`src/hpf_pkg.sv`:
```
// ---------------------------------------------------------------------------
// hpf_pkg
// Shared types and constants of the heatmap peak finder: field widths,
// configuration register indexes and the controller/datapath interface.
// ---------------------------------------------------------------------------
package hpf_pkg;

  // fixed field widths
  localparam int SAMPLE_W   = 16;
  localparam int COORD_W    = 6;
  localparam int COUNT_W    = 6;
  localparam int WINSZ_W    = 4;
  localparam int HALF_W     = 3;
  localparam int DIM_CFG_W  = 7;
  localparam int CFG_IDX_W  = 3;
  localparam int CFG_DATA_W = 16;

  // configuration register indexes
  localparam logic [CFG_IDX_W-1:0] CFG_THRESHOLD   = 3'd0;
  localparam logic [CFG_IDX_W-1:0] CFG_WINDOW_SIZE = 3'd1;
  localparam logic [CFG_IDX_W-1:0] CFG_MAP_HEIGHT  = 3'd2;
  localparam logic [CFG_IDX_W-1:0] CFG_MAP_WIDTH   = 3'd3;
  localparam logic [CFG_IDX_W-1:0] CFG_MAX_PEAKS   = 3'd4;

  // reset values of the registers
  localparam logic signed [SAMPLE_W-1:0] THRESHOLD_RST = 16'sd410;
  localparam logic [WINSZ_W-1:0]         WINDOW_RST    = 4'd5;
  localparam logic [DIM_CFG_W-1:0]       DIM_RST       = 7'd64;
  localparam logic [COUNT_W-1:0]         PEAKS_RST     = 6'd32;

  // commands from the controller to the datapath
  typedef struct packed {
    logic load;          // store the accepted sample
    logic scan_start;    // clear pixel counters and peak count
    logic pix_setup;     // read the centre, work out the window bounds
    logic center_cap;    // capture the centre value
    logic win_issue;     // read the next window sample
    logic emit_peak;     // present a peak beat
    logic emit_final;    // present the count beat
    logic next_pixel;    // step to the next pixel in raster order
  } hpf_cmd_t;

  // status from the datapath to the controller
  typedef struct packed {
    logic load_last;     // the sample being stored completes the map
    logic below_thr;     // captured centre is below the threshold
    logic greater;       // the window sample just read beats the centre
    logic win_last;      // this window read is the last one
    logic limit_zero;    // peak limit is zero
    logic limit_hit;     // peak count has reached the limit
    logic pix_last;      // current pixel is the last of the map
  } hpf_status_t;

endpackage

```
`src/hpf_ctrl.sv`:
```
// ---------------------------------------------------------------------------
// hpf_ctrl
// Controller of the peak finder: accepts samples while loading, then walks
// the scan one pixel and one window read at a time.
// ---------------------------------------------------------------------------
module hpf_ctrl
  import hpf_pkg::*;
(
  input  logic        clk,
  input  logic        rst_n,
  input  logic        start,
  output logic        busy,
  input  hpf_status_t status,
  output hpf_cmd_t    cmd
);

  localparam logic [2:0] ST_LOAD  = 3'd0;
  localparam logic [2:0] ST_PIX   = 3'd1;
  localparam logic [2:0] ST_CENT  = 3'd2;
  localparam logic [2:0] ST_WIN   = 3'd3;
  localparam logic [2:0] ST_DRAIN = 3'd4;
  localparam logic [2:0] ST_NEXT  = 3'd5;
  localparam logic [2:0] ST_FINAL = 3'd6;

  logic [2:0] state_r;
  logic [2:0] state_nxt;

  // state register
  always_ff @(posedge clk) begin
    if (!rst_n) begin
      state_r <= ST_LOAD;
    end else begin
      state_r <= state_nxt;
    end
  end

  assign busy = (state_r != ST_LOAD);

  // next state and commands
  always_comb begin
    state_nxt = state_r;
    cmd       = '0;
    unique case (state_r)
      ST_LOAD: begin
        if (start) begin
          cmd.load = 1'b1;
          if (status.load_last) begin
            cmd.scan_start = 1'b1;
            state_nxt      = status.limit_zero ? ST_FINAL : ST_PIX;
          end
        end
      end
      ST_PIX: begin
        cmd.pix_setup = 1'b1;
        state_nxt     = ST_CENT;
      end
      ST_CENT: begin
        cmd.center_cap = 1'b1;
        state_nxt      = status.below_thr ? ST_NEXT : ST_WIN;
      end
      ST_WIN: begin
        cmd.win_issue = 1'b1;
        if (status.greater) begin
          state_nxt = ST_NEXT;
        end else if (status.win_last) begin
          state_nxt = ST_DRAIN;
        end
      end
      ST_DRAIN: begin
        // last window read compares here
        if (!status.greater) begin
          cmd.emit_peak = 1'b1;
        end
        state_nxt = ST_NEXT;
      end
      ST_NEXT: begin
        if (status.limit_hit || status.pix_last) begin
          state_nxt = ST_FINAL;
        end else begin
          cmd.next_pixel = 1'b1;
          state_nxt      = ST_PIX;
        end
      end
      ST_FINAL: begin
        cmd.emit_final = 1'b1;
        state_nxt      = ST_LOAD;
      end
      default: begin
        state_nxt = ST_LOAD;
      end
    endcase
  end

endmodule

```
`config.mk`:
```
export PLATFORM = sky130hd
export DESIGN_NAME = hpf_ctrl
export DESIGN_NICKNAME = d
export VERILOG_FILES = /design/src/hpf_pkg.sv /design/src/hpf_ctrl.sv
export SDC_FILE = /design/constraint.sdc
export NUM_CORES = 1
export LEC_CHECK = 0
export BUFFER_PORTS_ARGS = -buffer_cell sky130_fd_sc_hd__buf_2
export CORE_AREA = 2 2 39 41
export DETAILED_ROUTE_END_ITERATION = 12
export DIE_AREA = 0 0 41 43
export PLACE_DENSITY = 0.57
export SETUP_SLACK_MARGIN = 0.02
export SYNTH_ARGS = -nofsm -noshare
export SYNTH_HDL_FRONTEND = slang
export SYNTH_SLANG_ARGS = --single-unit
export TNS_END_PERCENT = 50
```
`constraint.sdc`:
```
create_clock -name clk -period 1.5 [get_ports clk]
set_input_delay 0.15 -clock clk [delete_from_list [all_inputs] [get_ports clk]]
set_output_delay 0.15 -clock clk [all_outputs]
set_load 0.01 [all_outputs]
```
==> impl_results.md, run 1 <==
- EDFF count, synth: 0
- Final setup violation count: 0
- Slowest CP cell: dfxtp_1
- Hold Fails Final Rpt: 0
- CTS Sinks: 3
- Worst Skew: approximately 0.32 ps
- Proportion of synthesized area in mux cells: 0
- CP cell instances: nor3_2 > and3_1 > buf_2
- Synthesized Nets: 50
- Clock Latency Late Sink: 230 ps
- Post-synthesis xor/xnor area fraction: 0
- Most frequent cells in the layout: 18 x buf_2, 6 x nor2_1, 5 x nand2_1, 3 x inv_1, 3 x clkbuf_4
- Seq pwr share: 0.292
- Final GP Congestion: ~0.82
- Root buffer cell: clkbuf_4
- Detailed Route WL: around 760 µm
- DP HPWL: roughly 600 µm
- IO Count: 19
- Worst Path Required: between 1000 and 1500 ps
- Worst EP arrival: 1230 ps
- Setup TNS: 0 ps
- Logic pwr share: 0.488
- RSZ-0062 raised after global routing: no
- Area contributors post-synth: dfxtp_1 20%, buf_6 7.6%, nor2_1 7.6%
- Crit Path Max Fanout: 12
- Buffers added on ports: 18
- Startpoint types: register
- Post-route clock period utilization: 0.918
- CTS tree: built
- Max reg flops: 3
- Via density: ~4.6
- Leakage power: about 0.2 nW
- Initial core utilization: 0.215
- Die area: around 1800 µm²
- Slew HR: 0.737
- Worst hold path class: primary input to register
- Max Cap Viol: 0
- Die height: about 43 µm
- Maximum buffer depth of the clock tree: 2
- R2R setup slack: ~240 ps
- Die X-Extent: between 40 and 50 µm
- TritonCTS Buffers: 3
- Status: complete, no violations
- CTS H-tree depth: 1
- Share of layout cells above drive strength 1: 0.475
- Wire per inst: 10.1 µm
- FP Rows: 14
- WS Path Type: register to primary output
- DR vias: around 340
- Nets: 70
- Yosys top cell by area: dfxtp_1
- Antenna viol nets, final: 0
- Post-synthesis compound-gate area fraction: 0.239
- Max-slew violation count: 0
- Prevailing post-synth register cell: dfxtp_1
- Most common cell after layout, fill and taps aside: buf_2
- Top-area cell type share of the netlist area: 0.202
- Mapped cell area: 298 µm²
- Clk slew on worst S/H paths: approximately 40 ps
- Number of global-route vias before repair: ~320
- Fin crit period: 1380 ps
- Switching Share: 0.437
- Post CTS Setup Buffer Count: 0
- Sw Pwr: 0.000279 W
- Mean Syn Cell Area: between 7 and 8 µm²
- Internal Pwr Total: roughly 0.00036 W
- Initial DRC count: 1
- Achievable Freq: a little over 700 MHz
- Seq/Total Area, Yosys: 0.202
- Gr usage total: 0.101
- Slowest cell delay on critical path: between 400 and 500 ps
- Ys async rst share: 0
- Power Dens Cells: 1570 nW/µm²
- CP Capture Type: primary output
- Biggest regs: state_r: 3 flops
- Adder-cell share of the synthesized area: 0
- Clk pwr share: 0.220
- Yosys warnings: 0
- Maximum vdd drop: just over 400 µV
- First-pass GRT wire length: about 1.2 mm
- Combinational family with the most area after synthesis: simple AND/OR/NAND/NOR gates
- Pwr Total: between 0.0006 and 0.0007 W
- Largest net degree at the start of global routing: 13
- Ant. Diodes: 0
- Synth cell types: 22
- Core ar.: about 1400 µm²
- Total gr overflow: 0
- Simple-gate share of the synthesized area: 0.420
- Top reg by flops: state_r
- FF+latch count, synth: 3
- Initial antenna violation count: 0
- P&R area growth vs syn: 36.6%
- Cell count after synthesis: 40
- Worst slew pin tran: approximately 400 ps
- DRC violations left: 0
- DR pass1 iterations: 3
what timing repair did:
item | CTS | global route
setup endpoints to repair | 1 | 1
hold buffers | 0 | 0
resized for setup | 1 | 1
power by group through the flow:
stage | Clock [W] | Combinational, W | Sequential (W)
2_1_floorplan | 0 | 0.000306 | 0.000119
3_3_place_gp | 0 | 0.000311 | 0.000182
3_5_place_dp | 0 | 0.000315 | 0.000184
4_1_cts | 0.000147 | 0.000316 | 0.000186
5_1_grt | 0.000153 | 0.000346 | 0.000195
6_report | 0.000140 | 0.000311 | 0.000186
Yosys cell counts (all sizes together), types with 2 or more instances:
library cell  count
and3              2
buf               3
o21ai             2
dfxtp             3
nand2             5
nor3              4
inv               3
nor2              6
stage by stage:
step	instance area [µm²]	worst slack, ps	hold WS, ps	utilization	instances
after floorplan	298	392	272	-	40
after global placement	378	228	385	0.273	71
after detailed placement	378	216	389	0.273	71
after CTS	405	101	145	0.293	75
after global routing	407	21.6	164	0.294	75
final	407	124	154	0.294	75
worst paths after layout:
path / startpoint / to / cells after the start
max: state_r[0] / cmd[6] / 3
min: rst_n / state_r[0] / 3
max reg2reg: state_r[0] / state_r[1] / 4
min reg2reg: state_r[1] / state_r[1] / 3
metal layers:
metal | share of wire | vias to the layer above | routed length, µm | global-route usage
met5 | 0 | - | 0 | 0
met4 | 0 | 0 | 0 | 0.0800
met3 | 0.081 | 0 | 61 | 0.0209
met2 | 0.47 | 13 | 358 | 0.153
met1 | 0.45 | 149 | 337 | 0.115
li1 | - | 181 | - | -
kinds of logic after synthesis:
logic type / count (synthesis)
flip-flops: 3
buffers and inverters: 6
AO/OA/AOI/OAI: 9
AND/OR/NAND/NOR: 22
final cells by class:
class | instances | area [µm²]
clock buffer | 4 | 26.3
fill | 160 | 977
inverter | 3 | 11.3
multi-input combinational | 31 | 196
sequential | 3 | 62.6
tap | 16 | 20.0
timing repair buffer | 18 | 90.1
critical path, delay by kind of cell, from the launching register on:
| family | cells | cell delay (ps) |
|---|---|---|
| and+or+nand+nor | 2 | 460 |
| buffers and inverters | 1 | 120 |
| DFF | 1 | 420 |
Power figures use the tool's default switching activity.
==> run 2, diff against run 1 <==
--- a/config.mk
+++ b/config.mk
@@ -9,7 +9,7 @@
 export CORE_AREA = 2 2 39 41
 export DETAILED_ROUTE_END_ITERATION = 12
 export DIE_AREA = 0 0 41 43
-export PLACE_DENSITY = 0.57
+export PLACE_DENSITY = 0.58
 export SETUP_SLACK_MARGIN = 0.02
 export SYNTH_ARGS = -nofsm -noshare
 export SYNTH_HDL_FRONTEND = slang
==> constraint.sdc (replaced) <==
create_clock -name clk -period 1.1 [get_ports clk]
set_input_delay 0.11 -clock clk [delete_from_list [all_inputs] [get_ports clk]]
set_output_delay 0.11 -clock clk [all_outputs]
set_load 0.01 [all_outputs]
==> impl_results.md, run 2 (synthesis results as in run 1) <==
- CTS Sinks: 3
- Post-route clock period utilization: 1.13
- Worst hold path class: primary input to register
- Switching Share: 0.388
- Final Core Density: 0.411
- DR pass1 iterations: 4
- Worst Skew: between 1 and 1.5 ps
- Failing checks: negative setup slack
- WS Path Type: register to primary output
- CP Capture Type: primary output
- Setup TNS: -1170 ps
- IO Count: 19
- Internal Pwr Total: about 0.00073 W
- Min setup slack post-route: -141 ps
- Die area: 1760 µm²
- Worst Path Required: just under 1000 ps
- Most frequent cells in the layout: 18 x buf_2, 11 x buf_4, 6 x nor2_1, 4 x nand2_1, 3 x clkbuf_4
- Detailed Route WL: around 870 µm
- Design area: roughly 570 µm²
- Worst slew pin tran: between 200 and 300 ps
- Buffers added on ports: 18
- Clock Latency Late Sink: roughly 230 ps
- Total gr overflow: 0
- Share of layout cells above drive strength 1: 0.667
- Post-CTS Hold Buffers: 0
- Final GP Congestion: 0.686
- Max Cap Viol: 0
- Largest net degree at the start of global routing: 9
- Maximum buffer depth of the clock tree: 2
- Slew HR: 0.810
- Power Dens Cells: 2110 nW/µm²
- DP HPWL: ~630 µm
- TritonCTS Buffers: 3
- DR vias: 388
- FP Rows: 14
- Core ar.: ~1400 µm²
- Nets: a little over 80
- Top reg by flops: state_r
- DRC violations left: 0
- RSZ-0062 raised after global routing: yes
- Fin crit period: ~1200 ps
- DP Worst Slack: -134 ps
- P&R area growth vs syn: 91.2%
- Via density: roughly 4.4
- Initial core utilization: 0.215
- CTS tree: built
- Slowest cell delay on critical path: about 460 ps
- Leakage power: 0.284 nW
- Status: complete, but fails checks
- Clk pwr share: 0.161
- Post-DP Area: around 450 µm²
- First-pass GRT wire length: around 1.3 mm
- Die height: approximately 43 µm
- Seq pwr share: 0.207
- Gr usage total: 0.112
- Logic pwr share: 0.632
- Final setup violation count: 12
- Achievable Freq: 806 MHz
- Wire per inst: between 9 and 10 µm
- Crit Path Max Fanout: 8
- CP cell instances: and3b_2 > buf_4 > buf_2
- Hold Fails Final Rpt: 0
- Clk slew on worst S/H paths: approximately 40 ps
- Root buffer cell: clkbuf_4
- CTS H-tree depth: 1
- Sw Pwr: about 0.00047 W
- Max reg flops: 3
- Initial DRC count: 4
- Hold slack: around 150 ps
- Antenna viol nets, final: 0
- Maximum vdd drop: roughly 660 µV
- Worst EP arrival: between 1000 and 1500 ps
- Slowest CP cell: dfxtp_2
- Biggest regs: state_r: 3 flops
- Die X-Extent: 41 µm
- Number of global-route vias before repair: around 340
- Max-slew violation count: 0
- Startpoint types: register
- Ant. Diodes: 0
- Most common cell after layout, fill and taps aside: buf_2
- Initial antenna violation count: 0
## run 2: per-layer routing
metal / vias up / track usage / wire length [µm]
li1: 210 / - / -
met1: 165 / 0.0994 / 354
met2: 13 / 0.188 / 450
met3: 0 / 0.0628 / 63
met4: 0 / 0.0600 / 0
met5: - / 0 / 0
## run 2: worst max-delay path: cells and delay by family (launching register included)
| family | cells | cell delay (ps) |
|---|---|---|
| buffers and inverters | 2 | 210 |
| flip-flops | 1 | 460 |
| AND/OR/NAND/NOR | 1 | 230 |
## run 2: layout make-up
cell class	instances	area, µm²
Tap cell	16	20.0
Timing Repair Buffer	31	195
Inverter	3	11.3
Multi-Input combinational cell	31	248
Sequential cell	3	68.8
Clock buffer	4	26.3
Fill cell	144	815
## run 2: per-stage QoR
stage,power [W],cells
floorplan,0.000581,40
global placement,0.000794,80
detailed placement,0.000790,80
CTS,0.00116,88
global route,0.00132,88
finish,0.00120,88
## run 2: what timing repair did
action	in CTS	in global routing
gates resized for setup	11	4
setup endpoints to repair	12	12
setup buffers	4	0
pin swaps	5	1
## run 2: power by group through the flow
stage / Clock (W) / Sequential, W / Combinational [W]
final: 0.000193 / 0.000249 / 0.000759
after global placement: 0 / 0.000225 / 0.000569
after floorplan: 0 / 0.000162 / 0.000419
after detailed placement: 0 / 0.000222 / 0.000569
after CTS: 0.000203 / 0.000242 / 0.000718
after global routing: 0.000221 / 0.000259 / 0.000842
## run 2: final timing paths
path,from,to,slack [ps],depth (start not counted)
setup / recovery,state_r[1],cmd[3],-140,3
setup reg to reg,state_r[2],state_r[1],-100,5
hold reg to reg,state_r[0],state_r[2],710,3
hold / removal,rst_n,state_r[0],150,3
==> run 3, diff against run 2 <==
--- a/config.mk
+++ b/config.mk
@@ -5,12 +5,14 @@
 export SDC_FILE = /design/constraint.sdc
 export NUM_CORES = 1
 export LEC_CHECK = 0
+export ABC_AREA = 1
 export BUFFER_PORTS_ARGS = -buffer_cell sky130_fd_sc_hd__buf_2
 export CORE_AREA = 2 2 39 41
 export DETAILED_ROUTE_END_ITERATION = 12
 export DIE_AREA = 0 0 41 43
-export PLACE_DENSITY = 0.58
+export PLACE_DENSITY = 0.62
 export SETUP_SLACK_MARGIN = 0.02
+export SLEW_MARGIN = 0
 export SYNTH_ARGS = -nofsm -noshare
 export SYNTH_HDL_FRONTEND = slang
 export SYNTH_SLANG_ARGS = --single-unit
==> impl_results.md, run 3 <==
- Prevailing post-synth register cell: dfxtp_1
- Nets: 100
- DP Worst Slack: -118 ps
- Min-delay src: rst_n
- Share of layout cells above drive strength 1: 0.539
- Area contributors post-synth: dfxtp_1 18%, inv_1 13%, nand2_1 13%
- Slowest cell delay on critical path: ~370 ps
- DRC violations left: 0
- FP Rows: 14
- Initial core utilization: 0.243
- Top-area cell type share of the netlist area: 0.178
- IO Count: 19
- Clk slew on worst S/H paths: ~30 ps
- Synth cell types: 18
- Seq/Total Area, Yosys: 0.178
- Largest net degree at the start of global routing: 9
- Critical path's top delay family: flip-flops
- CTS tree: built
- Hold Fails Final Rpt: 0
- Failing checks: negative setup slack
- DR pass1 iterations: 4
- Worst slew pin tran: around 160 ps
- DP HPWL: about 660 µm
- Design area: ~580 µm²
- Buffers added on ports: 18
- WS Path Type: register to primary output
- Max Cap Viol: 0
- Multi-input gate area: 239 µm²
- Post-DP Area: 450 µm²
- RSZ-0062 raised after global routing: yes
- Ys async rst share: 0
- Post-route clock period utilization: 1.10
- Crit Path Max Fanout: 8
- Fillers: roughly 160
- Die height: 43 µm
- Fin crit period: ~1200 ps
- Worst setup startpoint: state_r[0]
- Min setup slack post-route: -109 ps
- P&R area growth vs syn: 71.4%
- Worst hold stages: 3
- WHS Endpoint: state_r[2]
- Leakage power: roughly 0.34 nW
- Mapped cell area: 337 µm²
- Initial antenna violation count: 0
- Cell count after synthesis: 60
- CP Capture Type: primary output
- Slew HR: 0.893
- CTS H-tree depth: 1
- Die area: between 1500 and 2000 µm²
- Worst EP arrival: between 1000 and 1500 ps
- Max reg flops: 3
- Core ar.: between 1000 and 1500 µm²
- Biggest regs: state_r: 3 flops
- Worst reg2reg path depth: 6
- Most common cell after layout, fill and taps aside: buf_2
- Pwr Total: 0.00115 W
- Clock Latency Late Sink: 230 ps
- Final setup violation count: 9
- Worst Skew: between 1 and 1.5 ps
- Number of global-route vias before repair: around 400
- Worst Path Required: between 900 and 1000 ps
- Most frequent cells in the layout: 17 x buf_2, 11 x inv_1, 9 x nand2_1, 8 x nor2_1, 7 x buf_4
- Synthesized Nets: 70
- Initial DRC count: 5
- Achievable Freq: roughly 830 MHz
- Worst hold path class: primary input to register
- Slowest CP cell: dfxtp_4
- CP cell instances: nor2_4 > nand2_2 > buf_6 > nor2_2 > buf_2
- Maximum vdd drop: 1120 µV
- EDFF count, synth: 0
- Antenna viol nets, final: 0
- Status: complete, but fails checks
- FF-to-FF Start: state_r[2]
- Maximum buffer depth of the clock tree: 2
- CTS Sinks: 3
- Root buffer cell: clkbuf_4
- First-pass GRT wire length: 1.47 mm
- Post-CTS Hold Buffers: 0
- TritonCTS Buffers: 3
- Top reg by flops: state_r
- Mean Syn Cell Area: between 5 and 6 µm²
- Detailed Route WL: around 970 µm
- Max-slew violation count: 0
- Die X-Extent: between 40 and 50 µm
- Setup TNS: -571 ps
- Yosys warnings: 0
- Register area: roughly 71 µm²
- DR vias: around 470
- Via density: around 4.5
- Final GP Congestion: approximately 0.84
- Gr usage total: 0.121
- Worst r2r dst: state_r[2]
- FF+latch count, synth: 3
- R2R setup slack: -30 ps
- Synth cell count leaders: 12 x inv_1, 12 x nand2_1, 9 x nor2_1, 5 x nand3_1
- Wire per inst: around 9.2 µm
- Yosys top cell by area: dfxtp_1
- Startpoint types: register
- Buffers and inverters on the worst path: 2
- Power Dens Cells: ~2000 nW/µm²
- Ant. Diodes: 0
- Total gr overflow: 0
run 3: how the worst max path moves through the flow:
stage                       to  slack, ps  depth (start not counted)
finish                  cmd[2]       -110                          5
global route            cmd[7]       -180                          4
CTS                     cmd[2]       -120                          5
detailed placement  state_r[1]       -120                          7
global placement    state_r[1]       -130                          7
floorplan           state_r[0]         30                          8
run 3: routing by layer:
metal / vias up / routed length [µm] / GRT usage
met5: - / 0 / 0
met4: 0 / 0 / 0.0400
met3: 0 / 73 / 0.0471
met2: 21 / 521 / 0.191
met1: 205 / 374 / 0.144
li1: 243 / - / -
run 3: cells by family after synthesis:
logic type	synth area share
AO/OA/AOI/OAI	0.0669
AND/OR/NAND/NOR	0.554
buffers and inverters	0.201
flip-flops	0.178
run 3: metrics by stage:
stage	std cells	utilization	hold WS (ps)
final	105	0.417	118
after global routing	105	0.417	109
after CTS	105	0.395	113
after detailed placement	95	0.325	367
after global placement	95	0.325	367
after floorplan	60	-	236
run 3: cell type report:
class                      instances  area share
multi-input combinational         42       0.414
inverter                          13      0.0846
sequential                         3       0.124
clock buffer                       4      0.0456
timing repair buffer              27       0.297
tap                               16      0.0347
run 3: repair_timing:
| action | 4_1_cts | 5_1_grt |
|---|---|---|
| setup endpoints to repair | 12 | 11 |
| gates resized for setup | 11 | 8 |
| pin swaps | 2 | 5 |
| buffers inserted | 6 | 1 |
run 3: worst register-to-register path: stages, from the launching register on:
cell,delay [ps]
dfxtp_4,370
nor3_2,210
inv_2,80
buf_4,130
o21ai_1,140
nor2_1,60
nor2_1,70
run 3: power by group:
group          switching, W  internal, W
Sequential        0.0000849     0.000156
Combinational      0.000356     0.000366
Clock             0.0000516     0.000136
